[config.mk]
export PLATFORM = sky130hd
export DESIGN_NAME = video_ppu_register_port
export DESIGN_NICKNAME = d
export VERILOG_FILES = /design/src/sv/vpr_pkg.sv /design/src/sv/vpr_ram.sv /design/src/sv/vpr_front.sv /design/src/sv/vpr_back.sv /design/src/sv/video_ppu_register_port.sv
export VERILOG_INCLUDE_DIRS = /design/src /design/src/sv
export SDC_FILE = /design/constraint.sdc
export NUM_CORES = 2
export LEC_CHECK = 0
export ABC_AREA = 1
export BUFFER_PORTS_ARGS = -buffer_cell sky130_fd_sc_hd__buf_2
export CAP_MARGIN = 20
export CELL_PAD_IN_SITES_DETAIL_PLACEMENT = 0
export CELL_PAD_IN_SITES_GLOBAL_PLACEMENT = 1
export CORE_MARGIN = 2
export CORE_UTILIZATION = 43
export DETAILED_ROUTE_END_ITERATION = 12
export PLACE_DENSITY_LB_ADDON = 0.08
export REMOVE_ABC_BUFFERS = 1
export SYNTH_ARGS = -nofsm -noshare
export SYNTH_HDL_FRONTEND = slang
export SYNTH_SLANG_ARGS = --single-unit
[constraint.sdc]
create_clock -name clk_i -period 14.1 [get_ports clk_i]
set_input_delay 2.82 -clock clk_i [delete_from_list [all_inputs] [get_ports clk_i]]
set_output_delay 2.82 -clock clk_i [all_outputs]
set_load 0.03 [all_outputs]
[src/sv/video_ppu_register_port_assert.svh]
// Assertion macros for the picture processing unit register port.
// Each macro expects clk_i and rst_ni to be visible where it is used.
`ifndef VIDEO_PPU_REGISTER_PORT_ASSERT_SVH
`define VIDEO_PPU_REGISTER_PORT_ASSERT_SVH

`ifndef SYNTH

`define VPR_ASSERT(name, prop) \
  name: assert property (@(posedge clk_i) disable iff (!rst_ni) (prop)) \
    else $error("vpr assertion failed");

`define VPR_ASSERT_IMPLIES(name, pre, post) \
  name: assert property (@(posedge clk_i) disable iff (!rst_ni) (pre) |-> (post)) \
    else $error("vpr assertion failed");

`else

`define VPR_ASSERT(name, prop)

`define VPR_ASSERT_IMPLIES(name, pre, post)

`endif

`endif

[src/sv/vpr_pkg.sv]
package vpr_pkg;

  localparam int unsigned LINES_PER_FRAME = 262;
  localparam int unsigned SPRITE_BYTES    = 256;
  localparam int unsigned SPRITE_AW       = $clog2(SPRITE_BYTES);

  // Both queues hold a power-of-two number of transactions.
  localparam int unsigned QUEUE_DEPTH = 2;
  localparam int unsigned QPTR_W      = $clog2(QUEUE_DEPTH);
  localparam int unsigned QCNT_W      = $clog2(QUEUE_DEPTH + 1);

  localparam int unsigned LINE_W = 9;
  localparam int unsigned VA_W   = 14;

  localparam logic [1:0] CMD_READ  = 2'd0;
  localparam logic [1:0] CMD_WRITE = 2'd1;
  localparam logic [1:0] CMD_TICK  = 2'd2;

  localparam logic [2:0] REG_CTRL     = 3'd0;
  localparam logic [2:0] REG_MASK     = 3'd1;
  localparam logic [2:0] REG_STATUS   = 3'd2;
  localparam logic [2:0] REG_SPR_ADDR = 3'd3;
  localparam logic [2:0] REG_SPR_DATA = 3'd4;
  localparam logic [2:0] REG_SCROLL   = 3'd5;
  localparam logic [2:0] REG_ADDR     = 3'd6;
  localparam logic [2:0] REG_DATA     = 3'd7;

  localparam logic [VA_W-1:0] PALETTE_BASE = 14'h3F00;
  localparam logic [VA_W-1:0] STEP_ROW     = 14'd32;
  localparam logic [VA_W-1:0] STEP_ONE     = 14'd1;

  localparam logic [LINE_W-1:0] LINE_FIRST    = 9'd0;
  localparam logic [LINE_W-1:0] LINE_HIT_FROM = 9'd20;
  localparam logic [LINE_W-1:0] LINE_VBLANK   = 9'd261;

  localparam int unsigned FLAG_VBLANK   = 2;
  localparam int unsigned FLAG_HIT      = 1;
  localparam int unsigned FLAG_OVER     = 0;
  localparam int unsigned CTRL_NMI_BIT  = 7;
  localparam int unsigned CTRL_STEP_BIT = 2;
  localparam int unsigned MASK_HIT_BIT  = 4;

  typedef enum logic [3:0] {
    OP_NONE,
    OP_RD_STATUS,
    OP_RD_SPRITE,
    OP_RD_DATA,
    OP_RD_BAD,
    OP_WR_CTRL,
    OP_WR_MASK,
    OP_WR_SPR_ADDR,
    OP_WR_SPRITE,
    OP_WR_SCROLL,
    OP_WR_ADDR,
    OP_WR_DATA,
    OP_WR_BAD,
    OP_TICK
  } op_e;

  typedef struct packed {
    op_e        op;
    logic [7:0] wdata;
    logic [7:0] vdata;
    logic [7:0] vbelow;
  } cmd_t;

  typedef struct packed {
    logic [7:0]        read_data;
    logic [VA_W-1:0]   vram_address;
    logic              vram_write;
    logic [7:0]        vram_write_data;
    logic              nmi;
    logic              bad_register;
    logic [LINE_W-1:0] current_line;
    logic [7:0]        scroll_x;
    logic [7:0]        scroll_y;
    logic [7:0]        control;
    logic [7:0]        mask;
  } result_t;

endpackage

[src/sv/vpr_ram.sv]
module vpr_ram #(
  parameter int unsigned WIDTH = 8,
  parameter int unsigned DEPTH = 256
) (
  input  logic                     clk_i,
  input  logic                     we_i,
  input  logic [$clog2(DEPTH)-1:0] waddr_i,
  input  logic [WIDTH-1:0]         wdata_i,
  input  logic                     re_i,
  input  logic [$clog2(DEPTH)-1:0] raddr_i,
  output logic [WIDTH-1:0]         rdata_o
);

  logic [WIDTH-1:0] mem_q [DEPTH];
  logic [WIDTH-1:0] rdata_q;

  always_ff @(posedge clk_i) begin
    if (we_i) begin
      mem_q[waddr_i] <= wdata_i;
    end
    if (re_i) begin
      rdata_q <= mem_q[raddr_i];
    end
  end

  assign rdata_o = rdata_q;

endmodule

[src/sv/vpr_front.sv]
module vpr_front import vpr_pkg::*; (
  input  logic       clk_i,
  input  logic       rst_ni,
  input  logic       push,
  output logic       full,
  input  logic [1:0] command_i,
  input  logic [2:0] register_select_i,
  input  logic [7:0] write_data_i,
  input  logic [7:0] vram_data_i,
  input  logic [7:0] vram_data_below_i,
  output cmd_t       head_o,
  output logic       head_valid_o,
  input  logic       head_pop_i
);

  op_e               op;
  cmd_t              entry;
  cmd_t              queue_q [QUEUE_DEPTH];
  logic [QPTR_W-1:0] wr_ptr_q, wr_ptr_d;
  logic [QPTR_W-1:0] rd_ptr_q, rd_ptr_d;
  logic [QCNT_W-1:0] count_q, count_d;
  logic              accept;
  logic              take;

  always_comb begin
    op = OP_NONE;
    case (command_i)
      CMD_READ: begin
        case (register_select_i)
          REG_STATUS:   op = OP_RD_STATUS;
          REG_SPR_DATA: op = OP_RD_SPRITE;
          REG_DATA:     op = OP_RD_DATA;
          default:      op = OP_RD_BAD;
        endcase
      end
      CMD_WRITE: begin
        case (register_select_i)
          REG_CTRL:     op = OP_WR_CTRL;
          REG_MASK:     op = OP_WR_MASK;
          REG_SPR_ADDR: op = OP_WR_SPR_ADDR;
          REG_SPR_DATA: op = OP_WR_SPRITE;
          REG_SCROLL:   op = OP_WR_SCROLL;
          REG_ADDR:     op = OP_WR_ADDR;
          REG_DATA:     op = OP_WR_DATA;
          default:      op = OP_WR_BAD;
        endcase
      end
      CMD_TICK: op = OP_TICK;
      default:  op = OP_NONE;
    endcase
  end

  assign entry = '{op: op, wdata: write_data_i, vdata: vram_data_i,
                   vbelow: vram_data_below_i};

  assign full         = (count_q == QCNT_W'(QUEUE_DEPTH));
  assign head_valid_o = (count_q != '0);
  assign head_o       = queue_q[rd_ptr_q];
  assign accept       = push && !full;
  assign take         = head_pop_i && head_valid_o;

  always_comb begin
    wr_ptr_d = accept ? wr_ptr_q + QPTR_W'(1) : wr_ptr_q;
    rd_ptr_d = take ? rd_ptr_q + QPTR_W'(1) : rd_ptr_q;
    count_d  = count_q + QCNT_W'(accept) - QCNT_W'(take);
  end

  always_ff @(posedge clk_i or negedge rst_ni) begin
    if (!rst_ni) begin
      wr_ptr_q <= '0;
      rd_ptr_q <= '0;
      count_q  <= '0;
    end else begin
      wr_ptr_q <= wr_ptr_d;
      rd_ptr_q <= rd_ptr_d;
      count_q  <= count_d;
    end
  end

  always_ff @(posedge clk_i) begin
    if (accept) begin
      queue_q[wr_ptr_q] <= entry;
    end
  end

endmodule

[src/sv/vpr_back.sv]
module vpr_back import vpr_pkg::*; (
  input  logic    clk_i,
  input  logic    rst_ni,
  input  cmd_t    head_i,
  input  logic    head_valid_i,
  output logic    head_pop_o,
  output result_t res_o,
  output logic    empty,
  input  logic    pop
);

  logic [7:0]          ctrl_q, ctrl_d;
  logic [7:0]          mask_q, mask_d;
  logic [2:0]          flags_q, flags_d;
  logic [7:0]          lw_q, lw_d;
  logic                toggle_q, toggle_d;
  logic [7:0]          sx_q, sx_d;
  logic [7:0]          sy_q, sy_d;
  logic [7:0]          ptr_q, ptr_d;
  logic [VA_W-1:0]     va_q, va_d;
  logic [7:0]          buf_q, buf_d;
  logic [LINE_W-1:0]   line_q, line_d;
  logic [SPRITE_BYTES-1:0] spr_valid_q, spr_valid_d;

  logic [VA_W-1:0]     va_adv;
  logic [LINE_W:0]     line_inc;
  logic                fire;
  logic                s2_move;
  logic                ram_we;
  logic                ram_re;
  logic [7:0]          ram_rdata;
  logic                spr_rd;
  result_t             res;

  logic                s2_valid_q, s2_valid_d;
  result_t             s2_res_q;
  logic                s2_spr_q;
  logic                s2_hit_q;
  result_t             s2_out;

  result_t             out_q [QUEUE_DEPTH];
  logic [QPTR_W-1:0]   out_wr_q, out_wr_d;
  logic [QPTR_W-1:0]   out_rd_q, out_rd_d;
  logic [QCNT_W-1:0]   out_cnt_q, out_cnt_d;
  logic                out_take;

  assign s2_move    = s2_valid_q && (out_cnt_q != QCNT_W'(QUEUE_DEPTH));
  assign fire       = head_valid_i && (!s2_valid_q || s2_move);
  assign head_pop_o = fire;

  assign va_adv   = va_q + (ctrl_q[CTRL_STEP_BIT] ? STEP_ROW : STEP_ONE);
  assign line_inc = (LINE_W + 1)'(line_q) + (LINE_W + 1)'(1);

  always_comb begin
    ctrl_d      = ctrl_q;
    mask_d      = mask_q;
    flags_d     = flags_q;
    lw_d        = lw_q;
    toggle_d    = toggle_q;
    sx_d        = sx_q;
    sy_d        = sy_q;
    ptr_d       = ptr_q;
    va_d        = va_q;
    buf_d       = buf_q;
    line_d      = line_q;
    spr_valid_d = spr_valid_q;
    ram_we      = 1'b0;
    ram_re      = 1'b0;
    spr_rd      = 1'b0;
    res         = '0;
    res.vram_address = va_q;
    if (fire) begin
      case (head_i.op)
        OP_RD_STATUS: begin
          res.read_data       = {flags_q, lw_q[4:0]};
          flags_d[FLAG_VBLANK] = 1'b0;
          toggle_d            = 1'b0;
        end
        OP_RD_SPRITE: begin
          ram_re = 1'b1;
          spr_rd = 1'b1;
          ptr_d  = ptr_q + 8'd1;
        end
        OP_RD_DATA: begin
          if (va_q < PALETTE_BASE) begin
            res.read_data = buf_q;
            buf_d         = head_i.vdata;
          end else begin
            res.read_data = head_i.vdata;
            buf_d         = head_i.vbelow;
          end
          va_d = va_adv;
        end
        OP_RD_BAD: res.bad_register = 1'b1;
        OP_WR_CTRL: begin
          ctrl_d  = head_i.wdata;
          res.nmi = flags_q[FLAG_VBLANK] && head_i.wdata[CTRL_NMI_BIT];
          lw_d    = head_i.wdata;
        end
        OP_WR_MASK: begin
          mask_d = head_i.wdata;
          lw_d   = head_i.wdata;
        end
        OP_WR_SPR_ADDR: begin
          ptr_d = head_i.wdata;
          lw_d  = head_i.wdata;
        end
        OP_WR_SPRITE: begin
          ram_we                         = 1'b1;
          spr_valid_d[ptr_q[SPRITE_AW-1:0]] = 1'b1;
          ptr_d                          = ptr_q + 8'd1;
          lw_d                           = head_i.wdata;
        end
        OP_WR_SCROLL: begin
          if (!toggle_q) begin
            sx_d = head_i.wdata;
          end else begin
            sy_d = head_i.wdata;
          end
          toggle_d = !toggle_q;
          lw_d     = head_i.wdata;
        end
        OP_WR_ADDR: begin
          if (!toggle_q) begin
            va_d = {head_i.wdata[5:0], va_q[7:0]};
          end else begin
            va_d = {va_q[VA_W-1:8], head_i.wdata};
          end
          toggle_d = !toggle_q;
          lw_d     = head_i.wdata;
        end
        OP_WR_DATA: begin
          res.vram_write      = 1'b1;
          res.vram_write_data = head_i.wdata;
          va_d                = va_adv;
          lw_d                = head_i.wdata;
        end
        OP_WR_BAD: begin
          res.bad_register = 1'b1;
          lw_d             = head_i.wdata;
        end
        OP_TICK: begin
          if (line_q == LINE_FIRST) begin
            flags_d[FLAG_HIT]  = 1'b0;
            flags_d[FLAG_OVER] = 1'b0;
          end
          if (line_q > LINE_HIT_FROM && line_q < LINE_VBLANK && mask_q[MASK_HIT_BIT]) begin
            flags_d[FLAG_HIT] = 1'b1;
          end
          if (line_q == LINE_VBLANK) begin
            flags_d[FLAG_VBLANK] = 1'b1;
            res.nmi              = ctrl_q[CTRL_NMI_BIT];
          end
          line_d = (line_inc == (LINE_W + 1)'(LINES_PER_FRAME)) ? '0 : line_inc[LINE_W-1:0];
        end
        default: begin
          res.bad_register = 1'b0;
        end
      endcase
    end
    res.current_line = line_d;
    res.scroll_x     = sx_d;
    res.scroll_y     = sy_d;
    res.control      = ctrl_d;
    res.mask         = mask_d;
  end

  vpr_ram #(
    .WIDTH (8),
    .DEPTH (SPRITE_BYTES)
  ) u_sprite_ram (
    .clk_i   (clk_i),
    .we_i    (ram_we),
    .waddr_i (ptr_q[SPRITE_AW-1:0]),
    .wdata_i (head_i.wdata),
    .re_i    (ram_re),
    .raddr_i (ptr_q[SPRITE_AW-1:0]),
    .rdata_o (ram_rdata)
  );

  always_ff @(posedge clk_i or negedge rst_ni) begin
    if (!rst_ni) begin
      ctrl_q      <= '0;
      mask_q      <= '0;
      flags_q     <= '0;
      lw_q        <= '0;
      toggle_q    <= 1'b0;
      sx_q        <= '0;
      sy_q        <= '0;
      ptr_q       <= '0;
      va_q        <= '0;
      buf_q       <= '0;
      line_q      <= '0;
      spr_valid_q <= '0;
      s2_valid_q  <= 1'b0;
    end else begin
      ctrl_q      <= ctrl_d;
      mask_q      <= mask_d;
      flags_q     <= flags_d;
      lw_q        <= lw_d;
      toggle_q    <= toggle_d;
      sx_q        <= sx_d;
      sy_q        <= sy_d;
      ptr_q       <= ptr_d;
      va_q        <= va_d;
      buf_q       <= buf_d;
      line_q      <= line_d;
      spr_valid_q <= spr_valid_d;
      s2_valid_q  <= s2_valid_d;
    end
  end

  assign s2_valid_d = fire ? 1'b1 : (s2_move ? 1'b0 : s2_valid_q);

  // The sprite byte arrives from the memory in the cycle after the read is issued.
  always_ff @(posedge clk_i) begin
    if (fire) begin
      s2_res_q <= res;
      s2_spr_q <= spr_rd;
      s2_hit_q <= spr_valid_q[ptr_q[SPRITE_AW-1:0]];
    end
  end

  always_comb begin
    s2_out = s2_res_q;
    if (s2_spr_q) begin
      s2_out.read_data = s2_hit_q ? ram_rdata : 8'd0;
    end
  end

  assign empty    = (out_cnt_q == '0);
  assign out_take = pop && !empty;
  assign res_o    = out_q[out_rd_q];

  always_comb begin
    out_wr_d  = s2_move ? out_wr_q + QPTR_W'(1) : out_wr_q;
    out_rd_d  = out_take ? out_rd_q + QPTR_W'(1) : out_rd_q;
    out_cnt_d = out_cnt_q + QCNT_W'(s2_move) - QCNT_W'(out_take);
  end

  always_ff @(posedge clk_i or negedge rst_ni) begin
    if (!rst_ni) begin
      out_wr_q  <= '0;
      out_rd_q  <= '0;
      out_cnt_q <= '0;
    end else begin
      out_wr_q  <= out_wr_d;
      out_rd_q  <= out_rd_d;
      out_cnt_q <= out_cnt_d;
    end
  end

  always_ff @(posedge clk_i) begin
    if (s2_move) begin
      out_q[out_wr_q] <= s2_out;
    end
  end

endmodule

[src/sv/video_ppu_register_port.sv]
// Channel  Direction  Handshake          Payload
// request  in         push / full        command, register_select, write_data,
//                                        vram_data, vram_data_below
// result   out        empty / pop        read_data, vram_address, vram_write, ...
//
// One transaction is taken every cycle while full is low; its result passes through
// the front queue, the execute stage and the output queue before it can be popped.
// Reset clears the state registers, queue pointers and sprite valid bits at once.
// Full rises while two transactions wait between the front and the back, and the
// back stalls while two results wait in the output queue.
`include "video_ppu_register_port_assert.svh"

module video_ppu_register_port import vpr_pkg::*; (
  input  logic                 clk_i,
  input  logic                 rst_ni,
  input  logic                 push,
  output logic                 full,
  input  logic [1:0]           command_i,
  input  logic [2:0]           register_select_i,
  input  logic [7:0]           write_data_i,
  input  logic [7:0]           vram_data_i,
  input  logic [7:0]           vram_data_below_i,
  output logic                 empty,
  input  logic                 pop,
  output logic [7:0]           read_data_o,
  output logic [VA_W-1:0]      vram_address_o,
  output logic                 vram_write_o,
  output logic [7:0]           vram_write_data_o,
  output logic                 nmi_o,
  output logic                 bad_register_o,
  output logic [LINE_W-1:0]    current_line_o,
  output logic [7:0]           scroll_x_out_o,
  output logic [7:0]           scroll_y_out_o,
  output logic [7:0]           control_out_o,
  output logic [7:0]           mask_out_o
);

  cmd_t    head;
  logic    head_valid;
  logic    head_pop;
  result_t res;

  vpr_front u_front (
    .clk_i             (clk_i),
    .rst_ni            (rst_ni),
    .push              (push),
    .full              (full),
    .command_i         (command_i),
    .register_select_i (register_select_i),
    .write_data_i      (write_data_i),
    .vram_data_i       (vram_data_i),
    .vram_data_below_i (vram_data_below_i),
    .head_o            (head),
    .head_valid_o      (head_valid),
    .head_pop_i        (head_pop)
  );

  vpr_back u_back (
    .clk_i        (clk_i),
    .rst_ni       (rst_ni),
    .head_i       (head),
    .head_valid_i (head_valid),
    .head_pop_o   (head_pop),
    .res_o        (res),
    .empty        (empty),
    .pop          (pop)
  );

  assign read_data_o       = res.read_data;
  assign vram_address_o    = res.vram_address;
  assign vram_write_o      = res.vram_write;
  assign vram_write_data_o = res.vram_write_data;
  assign nmi_o             = res.nmi;
  assign bad_register_o    = res.bad_register;
  assign current_line_o    = res.current_line;
  assign scroll_x_out_o    = res.scroll_x;
  assign scroll_y_out_o    = res.scroll_y;
  assign control_out_o     = res.control;
  assign mask_out_o        = res.mask;

  `VPR_ASSERT_IMPLIES(a_write_quiet, !empty && vram_write_o, read_data_o == 8'd0 && !bad_register_o && !nmi_o)
  `VPR_ASSERT_IMPLIES(a_bad_quiet, !empty && bad_register_o, read_data_o == 8'd0 && !vram_write_o && !nmi_o)
  `VPR_ASSERT_IMPLIES(a_wdata_gated, !empty && !vram_write_o, vram_write_data_o == 8'd0)
  `VPR_ASSERT(a_line_range, empty || (10'(current_line_o) < 10'(LINES_PER_FRAME)))

endmodule

======== After elaboration in Yosys (flattened, before gate mapping) ========
Memory sizes are Yosys's and may differ from the RTL's. A register that Yosys moved wholly into a read port is not among the register bits.
Cells that the tools add are included.
storage, ports and cells
  register bits after elaboration ......... 420
  RAM bits ................................ 2252
  bits of input ports ..................... 33
  output and inout bits ................... 76
  word-level logic and storage cells ...... 172
  memories ................................ 3
cells by class
  $add $sub $neg .......................... 11
  magnitude comparators ................... 5
  equality and inequality tests ........... 29
  mux-type cells .......................... 50
  bitwise operators ....................... 1
  reduce and logical (&&, ||, !) cells .... 39
memory list
  memory                     depth  bits a word  rd ports  clocked after Yosys merged registers in  wr ports  RTL line         source
  u_back.u_sprite_ram.mem_q  256    8            1         1                                        1         vpr_ram.sv:14    logic [WIDTH-1:0] mem_q [DEPTH];
  u_back.out_q               2      74           1         0                                        1         vpr_back.sv:41   result_t out_q [QUEUE_DEPTH];
  u_front.queue_q            2      28           1         0                                        1         vpr_front.sv:18  cmd_t queue_q [QUEUE_DEPTH];
operators by type and width
  kind                                                                  number
  256-bit bitwise OR                                                    1
  8-bit two-way mux                                                     14
  9-bit two-way mux                                                     4
  8-bit one-hot mux with 2 select lines                                 2
  14-bit one-hot mux with 2 select lines                                1
  4-bit one-hot mux with 7 select lines                                 1
  4-bit == test, second input constant                                  6
  1-bit two-way mux                                                     18
  4-bit by 3-bit == test with 1-bit output, second input constant       4
  14-bit adder                                                          1
  14-bit < comparator, second input constant                            1
  14-bit two-way mux                                                    1
  2-bit nonzero test                                                    7
  3-bit == test, second input constant                                  4
  4-bit one-hot mux with 3 select lines                                 1
  3-bit AND reduction                                                   4
  9-bit by 1-bit adder with 10-bit output, second input constant        1
  10-bit by 9-bit == test with 1-bit output, second input constant      1
  2-bit AND reduction                                                   5
  9-bit == test, second input constant                                  1
  9-bit by 5-bit > comparator with 1-bit output, second input constant  1
  1-bit logical AND                                                     9
  9-bit zero test                                                       1
  8-bit by 9-bit < comparator with 1-bit output, second input constant  1
  26 further kinds                                                      45

======== Depth between registers and ports, before layout ========
  depth in word-level cells ............... 7
  depth in mapped cells ................... 17
  mapped depth without buffers ............ 13

======== Hierarchy ========
Synthesis repeated with hierarchy kept, for this count alone.
unflattened totals
  cells, all modules ...................... 9701
  area total of the unflattened synthesis .. 109874.1 um2
modules (own cells, without submodules)
  module     times used  cells an instance  area an instance (um2)  seq. area each (um2)
  vpr_ram    1           7003               83476.3                 61739.2
  vpr_back   1           2496               23990.5                 15234.6
  vpr_front  1           202                2407.3                  1781.7

======== Worst setup path after synthesis ========
Ideal clock, no wire load.
  kind .................................... flip-flop to flip-flop
  start point ............................. reg u_front.rd_ptr_q
  end point ............................... mem u_back.u_sprite_ram.mem_q[0][1] (data pin)
  library setup time ...................... 0.771 ns
  data arrival time ....................... 3.834 ns
  slack ................................... 9.494 ns
  stages on the path, launching flop included .. 6
  clock period less this slack ............ 4.606 ns
  path through ............................ dfrtp_1 inv_2 clkbuf_1 or2_2 o21ai_1 inv_1
RTL lines
  element                   RTL line         source
  start: declaration        vpr_front.sv:20  logic [QPTR_W-1:0] rd_ptr_q, rd_ptr_d;
  start signal: assignment  vpr_front.sv:75  rd_ptr_q <= rd_ptr_d;
  end: declaration          vpr_ram.sv:14

==> run summary <==
At the worst endpoint, the arrival time is 6.10 ns. The worst vdd rail ir drop came out at 0.198 mV. For this design the ratio of total power to cell area is 217 mW/mm2. The number of optimization iterations in the first detailed-route pass came out at 6. TritonCTS built the clock tree.

Across all layers, the routed design uses 75700 vias. The routed length per placed instance was 22.3 um; the number of post-CTS setup repair buffers was 0. In the synthesized netlist the dominant register cell turns out to be sky130_fd_sc_hd__edfxtp_1. For the post-synthesis instance area, the log shows 0.113 mm2. The worst hold path belongs to the class reg -> reg.

During synthesis, Yosys emitted a total of 0 warnings. Setup violations remaining at the end of the flow were counted as 0. The count of buffers added on input and output ports is 108.

Hold repair after CTS inserted 0 buffers. The tools report the post-route antenna net violation count as 0. The run gives 0.809 as the placer's final routability congestion estimate. Cell type contributing the most total cell area after synthesis: sky130_fd_sc_hd__edfxtp_1. The synthesized netlist contains 43 unique library cells. The die covers 0.266 mm2. For the setup slack after layout, the log shows 8.61 ns. In the routed design, unresolved DRC markers number 0.

After synthesis, the share of flip-flops with an asynchronous set or reset is 12.8%. The setup slack at placement was 8.74 ns; the count of pins on the block boundary was 109. The largest net degree at the start of global routing came out at 160. The hold violation total from the final report is 0, and the initial antenna violation count is 19. The biggest fanout along the worst timing path was 64; the final setup skew was 0.0613 ns. By area the synthesized netlist is led by sky130_fd_sc_hd__edfxtp_1 (62%), sky130_fd_sc_hd__nand2_1 (14%), sky130_fd_sc_hd__dfrtp_1 (7.6%), sky130_fd_sc_hd__o21ai_0 (4.1%), sky130_fd_sc_hd__inv_1 (3.5%). The flow ran to the end, and the final reports show no timing, DRC or antenna violations. The via count of the first global-routing pass was 73800; the initial cell density of the core was 43.1%. The category of cells accounting for the largest share of critical-path delay was buffers and inverters. For this block, the routed nets add up to 330000 um of wire. The share of the yosys chip area belonging to registers was 69.8%. The tools report the cell chosen for the clock root as sky130_fd_sc_hd__clkbuf_16. The clock period minus worst slack is 5.49 ns, and the leakage power figure is 0.0522 uW. The total buffers and inverters traversed by the critical path was 4; the max capacitance violation total was 0. The worst max-slew margin expressed relative to the limit came out at 20.8%. Clock-pin slew was measured on the worst setup and hold paths at 0.06 ns. The total area inside the core boundary comes to 0.262 mm2.

The global-route wire length before repair is 489000 um. The slowest stage of the critical path is the sky130_fd_sc_hd__o21ai_0 cell. STA classifies the critical path startpoint as a register. The later pin in the worst-skew pair is clocked with a latency of 0.88 ns. Setup repair after global routing left no endpoint under its margin. The nature of the critical path endpoint was a register. For this run, the top clock speed supported by timing is 182 MHz. For the worst hold margin, the log shows 0.442 ns.

In this run the horizontal extent of the chip is 516 um. For the worst setup path, the data required time is 14.71 ns. The share of post-route cells with drive strength above 1 was 6.63%. After clock tree synthesis, the repair step resized 0 gates.

The cell repeated most along the worst path is sky130_fd_sc_hd__nand2_1. The clock drives 2680 sinks. The area growth from synthesis to layout is 11.9%. The share of the synthesized area in the top cell type came out at 62.2%.

The critical path in this run is classified as reg -> reg. In this run the number of H-tree levels came out at 5. The run gives 11100 as the post-synthesis cell count. The count of state elements after synthesis is 2680. Across every metal layer, demand over resource in global routing totals 24.6%. In this run the deepest clock path goes through 4 buffers. The per-instance average area after synthesis was 10.2 um2; the count of flip-flops with a built-in enable after synthesis was 2336. The sum of negative setup slack came out at 0 ns. For the count of final max-slew check failures, the log shows 0. The total congestion overflow after global routing came out at 0. For the pin with the worst max-slew slack, the measured transition is 1.19 ns. In this run the core area contains 188 standard-cell rows. The net count of the finished layout is 11100. Traced cell by cell, the critical path runs through buf_4 > buf_4 > buf_4 > buf_4 > nand2_1 > nand3_1 > nand2_1 > nand2_1 > nand2_1 > o21ai_0 > nand2_1 > nor2_1 > nor2_1 > nor2_1 > nand2_1.

The detailed router finished its first iteration with 7008 violations. The HPWL after detailed placement is 183000 um. The overall die height is 516 um. Buffers inserted during clock tree synthesis total 306. The largest single stage delay on the critical path is 0.75 ns. Routed via count divided by cell count: 5.11. The worst path uses 38.9% of the clock period.
[per-stage QoR]
step / util [%] / instance area [um2] / cells / total power [uW]
floorplan: - / 110000 / 10500 / 17400
CTS: 48.3 / 126000 / 14800 / 27700
global route: 48.3 / 126000 / 14800 / 28800
detailed placement: 44.7 / 117000 / 14200 / 20100
global placement: 44.7 / 117000 / 14200 / 20000
finish: 48.3 / 126000 / 14800 / 27400
[metal layers]
| layer | vias to the layer above | wire length, um | GRT usage (%) |
|---|---|---|---|
| met5 | - | 25 | 0 |
| met4 | 4 | 6800 | 5.73 |
| met3 | 416 | 16800 | 3.35 |
| li1 | 35900 | - | - |
| met1 | 37500 | 150000 | 34.9 |
| met2 | 1865 | 157000 | 40.1 |
[cell type report]
class	instances	area, um2
inverter	1072	4110
clock inverter	108	902
fill	24300	135000
clock buffer	437	8490
timing repair buffer	243	1720
antenna	7	17.5
tap	3515	4400
sequential	2680	78800
multi-input combinational	6736	27900
[cells in the mapped netlist, drive strengths merged (2+ instances only)]
library cell,number
a21oi,18
buf,132
clkbuf,455
clkinv,5
dfrtp,344
edfxtp,2336
ha,15
inv,1067
nand2,4145
nand3,495
nand4,10
nor2,991
nor3,16
o211ai,23
o21ai,947
o22ai,2
o31ai,6
or2,42
xnor2,5
xor2,11
[layout by cell type, fill, tap and decap left out, types with 4 or more instances in the layout]
master,count
sky130_fd_sc_hd__a21oi_1,17
sky130_fd_sc_hd__buf_12,11
sky130_fd_sc_hd__buf_2,107
sky130_fd_sc_hd__buf_4,121
sky130_fd_sc_hd__bufinv_16,11
sky130_fd_sc_hd__clkbuf_1,105
sky130_fd_sc_hd__clkbuf_16,313
sky130_fd_sc_hd__clkbuf_8,19
sky130_fd_sc_hd__clkinv_1,42
sky130_fd_sc_hd__clkinv_2,39
sky130_fd_sc_hd__clkinv_8,6
sky130_fd_sc_hd__clkinvlp_4,5
sky130_fd_sc_hd__dfrtp_1,341
sky130_fd_sc_hd__diode_2,7
sky130_fd_sc_hd__edfxtp_1,2336
sky130_fd_sc_hd__ha_1,15
sky130_fd_sc_hd__inv_1,1051
sky130_fd_sc_hd__inv_2,4
sky130_fd_sc_hd__inv_6,9
sky130_fd_sc_hd__inv_8,10
sky130_fd_sc_hd__nand2_1,4126
sky130_fd_sc_hd__nand2_2,8
sky130_fd_sc_hd__nand2_4,11
sky130_fd_sc_hd__nand3_1,494
sky130_fd_sc_hd__nand4_1,10
sky130_fd_sc_hd__nor2_1,977
sky130_fd_sc_hd__nor2_2,5
sky130_fd_sc_hd__nor2_4,9
sky130_fd_sc_hd__nor3_1,14
sky130_fd_sc_hd__o211ai_1,23
sky130_fd_sc_hd__o21ai_0,925
sky130_fd_sc_hd__o21ai_1,17
sky130_fd_sc_hd__o21ai_2,5
sky130_fd_sc_hd__o31ai_1,6
sky130_fd_sc_hd__or2_2,41
sky130_fd_sc_hd__xnor2_1,5
sky130_fd_sc_hd__xor2_1,11
[logic make-up after synthesis]
logic type / share of synthesized area, %
and+or+nand+nor: 19.7
xor gates and xnor gates: 0.124
DFF: 69.8
adders and majority gates: 0.166
buffers and inverters: 5.62
AOI/OAI and AO/OA: 4.57
[path summary, 6_finish.rpt]
| check | startpoint | to | slack (ns) | cells past startpoint |
|---|---|---|---|---|
| setup / recovery | u_back.ptr_q[0] | u_back.u_sprite_ram.rdata_o[6] | 8.61 | 15 |
| hold reg to reg | u_back.s2_out[18] | u_back.out_q[1][18] | 0.44 | 0 |
| setup reg to reg | u_back.ptr_q[0] | u_back.u_sprite_ram.rdata_o[6] | 8.61 | 15 |
| max in group asynchronous | rst_ni | u_back.spr_valid_q[35] | 9.84 | 3 |
| hold / removal | u_back.s2_out[18] | u_back.out_q[1][18] | 0.44 | 0 |
| min in group asynchronous | rst_ni | u_back.mask_q[7] | 1.98 | 1 |
[sequential cells by signal (all words and copies together), names as in the netlist, 8 cells and up]
register	flops
u_back.sy_q	8
u_back.sx_q	8
u_back.s2_res_q	8
u_back.u_sprite_ram.rdata_o	8
u_back.buf_q	8
u_front.queue_q	56
u_back.spr_valid_q	256
u_back.out_q	148
u_back.line_q	9
u_back.ctrl_q	8
u_back.va_q	14
u_back.s2_out	66
u_back.ptr_q	8
u_back.mask_q	8
u_back.u_sprite_ram.mem_q	2048
[report_power, final]
| part | total, uW | switching, uW | internal, uW |
|---|---|---|---|
| Clock | 7580 | 3190 | 4390 |
| Sequential | 10600 | 262 | 10300 |
| Combinational | 9240 | 7310 | 1930 |
| Total | 27400 | 10800 | 16600 |
No activity file was read; power rests on OpenSTA's default activity.
